$ cat src/design/kvls_pkg.sv
// Package for the key/value line splitter: byte codes, comment-scan phases and field widths.
// No dependencies. Used by kvls_region_fmt and key_value_line_splitter_top.
package kvls_pkg;

	localparam int unsigned FIELD_W  = 16;
	localparam int unsigned LINE_N_W = 32;
	localparam int unsigned NUM_REG  = 3;

	localparam logic [FIELD_W-1:0] FIELD_MAX = 16'hFFFF;

	// Text regions tracked per line.
	localparam int unsigned RG_LINE  = 0;
	localparam int unsigned RG_KEY   = 1;
	localparam int unsigned RG_VALUE = 2;

	localparam logic [7:0] CH_NUL   = 8'h00;
	localparam logic [7:0] CH_TAB   = 8'h09;
	localparam logic [7:0] CH_LF    = 8'h0A;
	localparam logic [7:0] CH_CR    = 8'h0D;
	localparam logic [7:0] CH_SPACE = 8'h20;
	localparam logic [7:0] CH_HASH  = 8'h23;
	localparam logic [7:0] CH_SLASH = 8'h2F;
	localparam logic [7:0] CH_EQ    = 8'h3D;

	// Comment detection phase of the current line.
	typedef enum logic [3:0] {
		PH_AWAIT   = 4'b0001,
		PH_SLASH   = 4'b0010,
		PH_COMMENT = 4'b0100,
		PH_CONTENT = 4'b1000
	} phase_t;

endpackage

$ cat src/design/kvls_region_fmt.sv
// Turns the tracked bounds of one text region into a clamped start and length.
// Depends on kvls_pkg.
module kvls_region_fmt
	import kvls_pkg::*;
#(
	parameter int unsigned OFFSET_WIDTH = 16
) (
	input  logic                    nb_valid,
	input  logic [OFFSET_WIDTH-1:0] first_nb,
	input  logic [OFFSET_WIDTH-1:0] last_nb,
	input  logic [OFFSET_WIDTH-1:0] region_end,
	output logic [FIELD_W-1:0]      start,
	output logic [FIELD_W-1:0]      length
);

	logic [OFFSET_WIDTH:0] span;
	logic [32:0]           start_ext;
	logic [32:0]           span_ext;

	assign span      = {1'b0, last_nb} - {1'b0, first_nb} + (OFFSET_WIDTH+1)'(1);
	assign start_ext = nb_valid ? 33'(first_nb) : 33'(region_end);
	assign span_ext  = 33'(span);

	always_comb begin
		if (start_ext > 33'(FIELD_MAX)) begin
			start = FIELD_MAX;
		end else begin
			start = start_ext[FIELD_W-1:0];
		end
		if (!nb_valid) begin
			length = '0;
		end else if (span_ext > 33'(FIELD_MAX)) begin
			length = FIELD_MAX;
		end else begin
			length = span_ext[FIELD_W-1:0];
		end
	end

endmodule

$ cat src/design/key_value_line_splitter_top.sv
// Key/value line splitter top level: byte scan, line state and the record output register.
// Depends on kvls_pkg and kvls_region_fmt.
//
//  channel | signals                                    | payload
//  --------+--------------------------------------------+----------------------------------
//  in      | in_valid / in_stall                        | text_byte, last_byte
//  out     | out_valid / out_stall                      | line_start .. line_number
//  cfg     | cfg_valid / cfg_ready (ready always high)  | raw_line_mode
//
// One byte per cycle unless out_stall holds it: each request sits in one input register,
// the line state and the result register are updated from it, so a record goes from the
// input register to the result register. out_stall holds the result register; the input
// register then holds too and in_stall rises only while it is full. arst_n clears all
// line state and the mode register. After a last byte the line state returns to offset 0.
module key_value_line_splitter_top
	import kvls_pkg::*;
#(
	parameter int unsigned OFFSET_WIDTH = 16
) (
	input  logic                clk,
	input  logic                arst_n,
	input  logic                cfg_valid,
	output logic                cfg_ready,
	input  logic                raw_line_mode,
	input  logic                in_valid,
	output logic                in_stall,
	input  logic [7:0]          text_byte,
	input  logic                last_byte,
	output logic                out_valid,
	input  logic                out_stall,
	output logic [FIELD_W-1:0]  line_start,
	output logic [FIELD_W-1:0]  line_length,
	output logic                has_key,
	output logic [FIELD_W-1:0]  key_start,
	output logic [FIELD_W-1:0]  key_length,
	output logic [FIELD_W-1:0]  value_start,
	output logic [FIELD_W-1:0]  value_length,
	output logic [LINE_N_W-1:0] line_number
);

	localparam logic [OFFSET_WIDTH-1:0] OFF_MAX = '1;

	logic raw_q;

	// input register
	logic       valid_s1;
	logic [7:0] byte_s1;
	logic       last_s1;

	// line state
	logic [OFFSET_WIDTH-1:0] offset_q;
	logic [LINE_N_W-1:0]     lf_count_q;
	logic                    eq_seen_q;
	logic                    nb_valid_q [NUM_REG];
	logic [OFFSET_WIDTH-1:0] first_q    [NUM_REG];
	logic [OFFSET_WIDTH-1:0] last_q     [NUM_REG];
	logic [OFFSET_WIDTH-1:0] end_q      [NUM_REG];
	phase_t                  phase_q;
	logic                    raw_cut_q;
	logic                    value_cut_q;
	logic                    line_any_q;

	// state after the current byte
	logic [LINE_N_W-1:0]     lf_count_a;
	logic                    eq_seen_a;
	logic                    nb_valid_a [NUM_REG];
	logic [OFFSET_WIDTH-1:0] first_a    [NUM_REG];
	logic [OFFSET_WIDTH-1:0] last_a     [NUM_REG];
	logic [OFFSET_WIDTH-1:0] end_a      [NUM_REG];
	phase_t                  phase_a;
	logic                    raw_cut_a;
	logic                    value_cut_a;
	logic                    line_any_a;

	logic                    advance;
	logic                    fire;
	logic [OFFSET_WIDTH-1:0] pos;
	logic [OFFSET_WIDTH-1:0] pos_inc;
	logic                    is_term;
	logic                    is_blank;
	logic                    emit_term;
	logic                    implied_lf;
	logic                    emit;

	// record source
	logic                    rec_eq;
	logic [LINE_N_W-1:0]     rec_lf;
	logic                    rec_nb    [NUM_REG];
	logic [OFFSET_WIDTH-1:0] rec_first [NUM_REG];
	logic [OFFSET_WIDTH-1:0] rec_last  [NUM_REG];
	logic [OFFSET_WIDTH-1:0] rec_end   [NUM_REG];
	logic [FIELD_W-1:0]      fmt_start [NUM_REG];
	logic [FIELD_W-1:0]      fmt_len   [NUM_REG];

	logic [FIELD_W-1:0]  line_start_q, line_length_q;
	logic                has_key_q;
	logic [FIELD_W-1:0]  key_start_q, key_length_q, value_start_q, value_length_q;
	logic [LINE_N_W-1:0] line_number_q;
	logic                out_valid_q;

	assign cfg_ready = 1'b1;
	assign advance   = !out_valid_q || !out_stall;
	assign in_stall  = valid_s1 && !advance;
	assign fire      = valid_s1 && advance;

	always_ff @(posedge clk or negedge arst_n) begin
		if (!arst_n) begin
			raw_q <= 1'b0;
		end else if (cfg_valid && cfg_ready) begin
			raw_q <= raw_line_mode;
		end
	end

	always_ff @(posedge clk or negedge arst_n) begin
		if (!arst_n) begin
			valid_s1 <= 1'b0;
		end else if (!in_stall) begin
			valid_s1 <= in_valid;
		end
	end

	always_ff @(posedge clk) begin
		if (in_valid && !in_stall) begin
			byte_s1 <= text_byte;
			last_s1 <= last_byte;
		end
	end

	assign pos      = offset_q;
	assign pos_inc  = (offset_q == OFF_MAX) ? offset_q : offset_q + OFFSET_WIDTH'(1);
	assign is_term  = (byte_s1 == CH_LF) || (byte_s1 == CH_CR) || (byte_s1 == CH_NUL);
	assign is_blank = (byte_s1 == CH_SPACE) || (byte_s1 == CH_TAB);

	always_comb begin
		lf_count_a  = lf_count_q;
		eq_seen_a   = eq_seen_q;
		phase_a     = phase_q;
		raw_cut_a   = raw_cut_q;
		value_cut_a = value_cut_q;
		line_any_a  = line_any_q;
		emit_term   = 1'b0;
		for (int r = 0; r < NUM_REG; r++) begin
			nb_valid_a[r] = nb_valid_q[r];
			first_a[r]    = first_q[r];
			last_a[r]     = last_q[r];
			end_a[r]      = end_q[r];
		end

		if (is_term) begin
			if (byte_s1 == CH_LF) begin
				lf_count_a = lf_count_q + LINE_N_W'(1);
			end
			if (raw_q && (byte_s1 != CH_LF)) begin
				// raw mode: inner CR/NUL only freezes the line and key, and the value once '=' is seen
				raw_cut_a = 1'b1;
				if (eq_seen_q) begin
					value_cut_a = 1'b1;
				end
			end else begin
				emit_term   = raw_q || (line_any_q && (phase_q != PH_COMMENT));
				eq_seen_a   = 1'b0;
				phase_a     = PH_AWAIT;
				raw_cut_a   = 1'b0;
				value_cut_a = 1'b0;
				line_any_a  = 1'b0;
				for (int r = 0; r < NUM_REG; r++) begin
					nb_valid_a[r] = 1'b0;
					first_a[r]    = '0;
					last_a[r]     = '0;
					end_a[r]      = pos_inc;
				end
			end
		end else begin
			line_any_a = 1'b1;
			case (phase_q)
				PH_AWAIT: begin
					if (byte_s1 == CH_HASH) begin
						phase_a = PH_COMMENT;
					end else if (byte_s1 == CH_SLASH) begin
						phase_a = PH_SLASH;
					end else if (!is_blank) begin
						phase_a = PH_CONTENT;
					end
				end
				PH_SLASH: begin
					phase_a = (byte_s1 == CH_SLASH) ? PH_COMMENT : PH_CONTENT;
				end
				default: begin
					phase_a = phase_q;
				end
			endcase

			if (!raw_cut_q) begin
				end_a[RG_LINE] = pos_inc;
				if (!is_blank) begin
					if (!nb_valid_q[RG_LINE]) begin
						nb_valid_a[RG_LINE] = 1'b1;
						first_a[RG_LINE]    = pos;
					end
					last_a[RG_LINE] = pos;
				end
			end

			if ((byte_s1 == CH_EQ) && !eq_seen_q) begin
				eq_seen_a           = 1'b1;
				value_cut_a         = 1'b0;
				nb_valid_a[RG_VALUE] = 1'b0;
				end_a[RG_VALUE]      = pos_inc;
			end else if (!eq_seen_q) begin
				if (!raw_cut_q) begin
					end_a[RG_KEY] = pos_inc;
					if (!is_blank) begin
						if (!nb_valid_q[RG_KEY]) begin
							nb_valid_a[RG_KEY] = 1'b1;
							first_a[RG_KEY]    = pos;
						end
						last_a[RG_KEY] = pos;
					end
				end
			end else if (!value_cut_q) begin
				end_a[RG_VALUE] = pos_inc;
				if (!is_blank) begin
					if (!nb_valid_q[RG_VALUE]) begin
						nb_valid_a[RG_VALUE] = 1'b1;
						first_a[RG_VALUE]    = pos;
					end
					last_a[RG_VALUE] = pos;
				end
			end
		end
	end

	// A last byte other than LF is followed by an implied LF.
	assign implied_lf = last_s1 && (byte_s1 != CH_LF) && !emit_term
		&& (raw_q || (line_any_a && (phase_a != PH_COMMENT)));
	assign emit = emit_term || implied_lf;

	always_comb begin
		if (emit_term) begin
			rec_eq = eq_seen_q;
			rec_lf = lf_count_a;
		end else begin
			rec_eq = eq_seen_a;
			rec_lf = lf_count_a + LINE_N_W'(1);
		end
		for (int r = 0; r < NUM_REG; r++) begin
			rec_nb[r]    = emit_term ? nb_valid_q[r] : nb_valid_a[r];
			rec_first[r] = emit_term ? first_q[r]    : first_a[r];
			rec_last[r]  = emit_term ? last_q[r]     : last_a[r];
			rec_end[r]   = emit_term ? end_q[r]      : end_a[r];
		end
	end

	for (genvar g = 0; g < NUM_REG; g++) begin : g_fmt
		kvls_region_fmt #(
			.OFFSET_WIDTH(OFFSET_WIDTH)
		) u_fmt (
			.nb_valid  (rec_nb[g]),
			.first_nb  (rec_first[g]),
			.last_nb   (rec_last[g]),
			.region_end(rec_end[g]),
			.start     (fmt_start[g]),
			.length    (fmt_len[g])
		);
	end

	always_ff @(posedge clk or negedge arst_n) begin
		if (!arst_n) begin
			offset_q    <= '0;
			lf_count_q  <= '0;
			eq_seen_q   <= 1'b0;
			phase_q     <= PH_AWAIT;
			raw_cut_q   <= 1'b0;
			value_cut_q <= 1'b0;
			line_any_q  <= 1'b0;
			for (int r = 0; r < NUM_REG; r++) begin
				nb_valid_q[r] <= 1'b0;
				first_q[r]    <= '0;
				last_q[r]     <= '0;
				end_q[r]      <= '0;
			end
		end else if (fire) begin
			if (last_s1) begin
				offset_q    <= '0;
				lf_count_q  <= '0;
				eq_seen_q   <= 1'b0;
				phase_q     <= PH_AWAIT;
				raw_cut_q   <= 1'b0;
				value_cut_q <= 1'b0;
				line_any_q  <= 1'b0;
				for (int r = 0; r < NUM_REG; r++) begin
					nb_valid_q[r] <= 1'b0;
					first_q[r]    <= '0;
					last_q[r]     <= '0;
					end_q[r]      <= '0;
				end
			end else begin
				offset_q    <= pos_inc;
				lf_count_q  <= lf_count_a;
				eq_seen_q   <= eq_seen_a;
				phase_q     <= phase_a;
				raw_cut_q   <= raw_cut_a;
				value_cut_q <= value_cut_a;
				line_any_q  <= line_any_a;
				for (int r = 0; r < NUM_REG; r++) begin
					nb_valid_q[r] <= nb_valid_a[r];
					first_q[r]    <= first_a[r];
					last_q[r]     <= last_a[r];
					end_q[r]      <= end_a[r];
				end
			end
		end
	end

	always_ff @(posedge clk or negedge arst_n) begin
		if (!arst_n) begin
			out_valid_q <= 1'b0;
		end else if (advance) begin
			out_valid_q <= fire && emit;
		end
	end

	always_ff @(posedge clk) begin
		if (fire && emit) begin
			line_start_q   <= fmt_start[RG_LINE];
			line_length_q  <= fmt_len[RG_LINE];
			has_key_q      <= rec_eq;
			key_start_q    <= rec_eq ? fmt_start[RG_KEY]   : '0;
			key_length_q   <= rec_eq ? fmt_len[RG_KEY]     : '0;
			value_start_q  <= rec_eq ? fmt_start[RG_VALUE] : '0;
			value_length_q <= rec_eq ? fmt_len[RG_VALUE]   : '0;
			line_number_q  <= rec_lf;
		end
	end

	assign out_valid    = out_valid_q;
	assign line_start   = line_start_q;
	assign line_length  = line_length_q;
	assign has_key      = has_key_q;
	assign key_start    = key_start_q;
	assign key_length   = key_length_q;
	assign value_start  = value_start_q;
	assign value_length = value_length_q;
	assign line_number  = line_number_q;

endmodule

$ cat config.mk
export PLATFORM = sky130hd
export DESIGN_NAME = key_value_line_splitter_top
export DESIGN_NICKNAME = d
export VERILOG_FILES = /design/src/design/kvls_pkg.sv /design/src/design/kvls_region_fmt.sv /design/src/design/key_value_line_splitter_top.sv
export SDC_FILE = /design/constraint.sdc
export NUM_CORES = 1
export LEC_CHECK = 0
export ABC_AREA = 0
export BUFFER_PORTS_ARGS = -buffer_cell sky130_fd_sc_hd__buf_4
export CAP_MARGIN = 20
export CORE_MARGIN = 2
export CORE_UTILIZATION = 55
export DETAILED_ROUTE_END_ITERATION = 8
export HOLD_SLACK_MARGIN = 0.02
export PLACE_DENSITY_LB_ADDON = 0.25
export SLEW_MARGIN = 30
export SYNTH_ARGS = -nofsm -noshare
export SYNTH_HDL_FRONTEND = slang
export SYNTH_SLANG_ARGS = --single-unit
export TNS_END_PERCENT = 100
$ cat constraint.sdc
create_clock -name clk -period 5.2 [get_ports clk]
set_clock_uncertainty 0.05 [all_clocks]
set_input_delay 0.78 -clock clk [delete_from_list [all_inputs] [get_ports clk]]
set_output_delay 0.78 -clock clk [all_outputs]
set_load 0.02 [all_outputs]
==> metrics.txt <==
# diodes 0; commonest cells in the netlist 244 x nand2_1, 205 x dfrtp_1, 194 x o21ai_0; register area share after synthesis 0.477; Detail Route Antenna Nets 0; wire per inst 22.0 microns; CP Launch Type register; Post-synth ARST share 0.599; Synth area leader dfrtp_1; Congestion Overflow GR 0; final wirelength 56.1 mm; r2r endpoint key_length[15]; Hold Slack 0.0625 ns; fillers 2,739; Synth Register Bits 344; leakage power 9.29 nW; synthesized area 19,500 sq um; number of buffers added on ports 145; DRT met1 WL 23.8 mm; CP Class reg -> reg; clk_lat worst skew 0.55 ns; Synth Instances 1,956; core box area 34,700 sq um; status completed; Total GRT Usage 0.304; Synth cell types 89; DR iter-0 viols 1,909; Layout area overhead 15.2%; Synth Flop Type dfrtp_1; wire length on met2 25.0 mm; share of cells above drive strength 1 0.157; Top Ports 147; CTS tree built; r2r startpoint byte_s1[2]; Post-synth EDFFs 138; clock slew at reported path FFs 0.06 ns; routed wl met3 5.10 mm; initial antenna violation count 0; Crit. End Element register; via-per-instance ratio 6.46; top sig layer met4; flop2flop setup slack 0.17 ns; share of Yosys cell area claimed by the top area cell type 0.263; most frequent cell after synthesis nand2_1; nets 2,181; die width 192 microns; H-tree depth 2; Syn. warnings 0; Fmax 199 MHz; largest fanout on the critical path 11; Max Transition Viols Final 0; synthesized area per cell 9.97 sq um; crit path DAT 5.28 ns; DRC Markers 0; post-route cell area 22,500 sq um; Max transition margin 0.297; final period utilization 0.968; Final setup viols 0; first-pass GRT wire length 87.7 mm; pin count of the biggest net entering global routing 122; worst endpoint required time 5.45 ns; CTS Buf Count 37; Clock Sinks 344; Place WS 0.0147 ns; Initial Utilization 0.562; Placed Area 21,100 sq um; Post-CTS Hold Fix Bufs 0; clk buf depth 3; Worst R2R Path Depth 21; area of the die 37,000 sq um; dpl hpwl 38.7 mm; Clock Tree Root clkbuf_16; First-pass DRT Iterations 7; Hold Crit Class in -> async; ranking of synthesized cells by area dfrtp_1 26%, edfxtp_1 21%, ha_1 6.2%, o21ai_0 5.0%, nand2_1 4.7%; Max-cap violations 0; row count 68; DR vias 16,500; Max IR drop VDD 265 uV; min cycle time layout 5.03 ns; Worst Tran Pin Value 1.05 ns; routability cong. 0.928; final hold viol count 0; Final WS setup 0.167 ns; pwr dens 308 nW/um^2; post-synth net total 2,070; Power, Total 0.00692 W; number of global-route vias before repair 15,900; Die Y 192 microns
-- repair_timing --
action | in CTS | in global routing
gates cloned | 0 | 0
endpoints found under the hold margin | 0 | 0
pin swaps | 0 | 4
setup buffers | 0 | 7
resized for setup | 1 | 17
setup endpoints to repair | 13 | 47
-- final cells by class --
class,count,area (sq um),share of cell area
Clock buffer,48,1050,0.0467
Clock inverter,17,159,0.00707
Inverter,39,146,0.00651
Multi-Input combinational cell,1436,9590,0.427
Sequential cell,344,9300,0.414
Tap cell,455,569,0.0253
Timing Repair Buffer,209,1650,0.0736
-- stage by stage --
| stage | setup TNS [ns] | cells | utilization |
|---|---|---|---|
| floorplan | 0 | 1956 | - |
| global placement | 0 | 2475 | 0.606 |
| detailed placement | 0 | 2475 | 0.607 |
| CTS | 0 | 2540 | 0.642 |
| global route | -0.0502 | 2548 | 0.647 |
| finish | 0 | 2548 | 0.647 |
-- registers in the layout, indices dropped and copies added (netlist names), 3 cells and up --
signal        cells
end_q            48
first_q          48
last_q           48
lf_count_q       32
line_number      32
key_length       16
key_start        16
line_length      16
line_start       16
offset_q         16
value_length     16
value_start      16
byte_s1           8
phase_q           4
nb_valid_q        3
-- power breakdown --
part	switching (W)	internal [W]
registers	0.0000940	0.00299
logic	0.000752	0.000441
clock network	0.00107	0.00157
total	0.00192	0.00500
-- layout by cell type (no fill, tap or decap), types with 17 or more instances in the layout --
cell       count
a21o_1        25
clkbuf_16     39
buf_4        201
o21ai_0      193
inv_1         37
nor2_1        96
o21a_1        44
edfxtp_1     138
xnor2_1       62
a211oi_1      38
a22oi_1       47
nand3_1       37
nor3_1        31
a21oi_1       98
a32o_1        21
nand4_1       17
ha_1          96
a22o_1        82
and3_1        17
xor2_1        28
dfrtp_1      205
nand2_1      244
-- cell families after synthesis --
logic type | count (synthesis) | synth area share
AOI/OAI and AO/OA | 677 | 0.231
xor gates and xnor gates | 90 | 0.0404
adders and majority gates | 99 | 0.0647
buffers and inverters | 176 | 0.0394
DFF | 344 | 0.477
muxes | 14 | 0.00738
other | 1 | 0.000192
and+or+nand+nor | 555 | 0.140
-- routing by layer --
layer  track usage  vias to the layer above
li1              -                     7488
met1         0.434                     8000
met2         0.459                      827
met3        0.0582                      153
met4         0.119                        0
met5             0                        -
-- worst max-delay path, stage by stage, from the launching register on --
cell and delay [ns]:
edfxtp_1 0.45, buf_4 0.18, nor4_2 0.30, o31a_1 0.28
buf_4 0.19, nor3_2 0.06, nand2_1 0.15, nor2_2 0.07
o21ai_2 0.24, buf_4 0.24, a22oi_1 0.12, ha_1 0.27
ha_1 0.21, fa_1 0.41, a21o_1 0.18, a21oi_1 0.25
o21a_1 0.16, nor2_1 0.11, a311oi_2 0.36, o21ai_0 0.16
xor2_1 0.16, o21a_1 0.17
-- worst max-delay path by stage --
| stage | cells past startpoint | startpoint | to |
|---|---|---|---|
| floorplan | 22 | byte_s1[3] | value_length[15] |
| global placement | 17 | byte_s1[3] | value_length[15] |
| detailed placement | 20 | byte_s1[3] | value_length[15] |
| CTS | 20 | byte_s1[3] | value_length[15] |
| global route | 21 | byte_s1[2] | key_length[15] |
| finish | 21 | byte_s1[2] | key_length[15] |
Power figures use the tool's default switching activity.
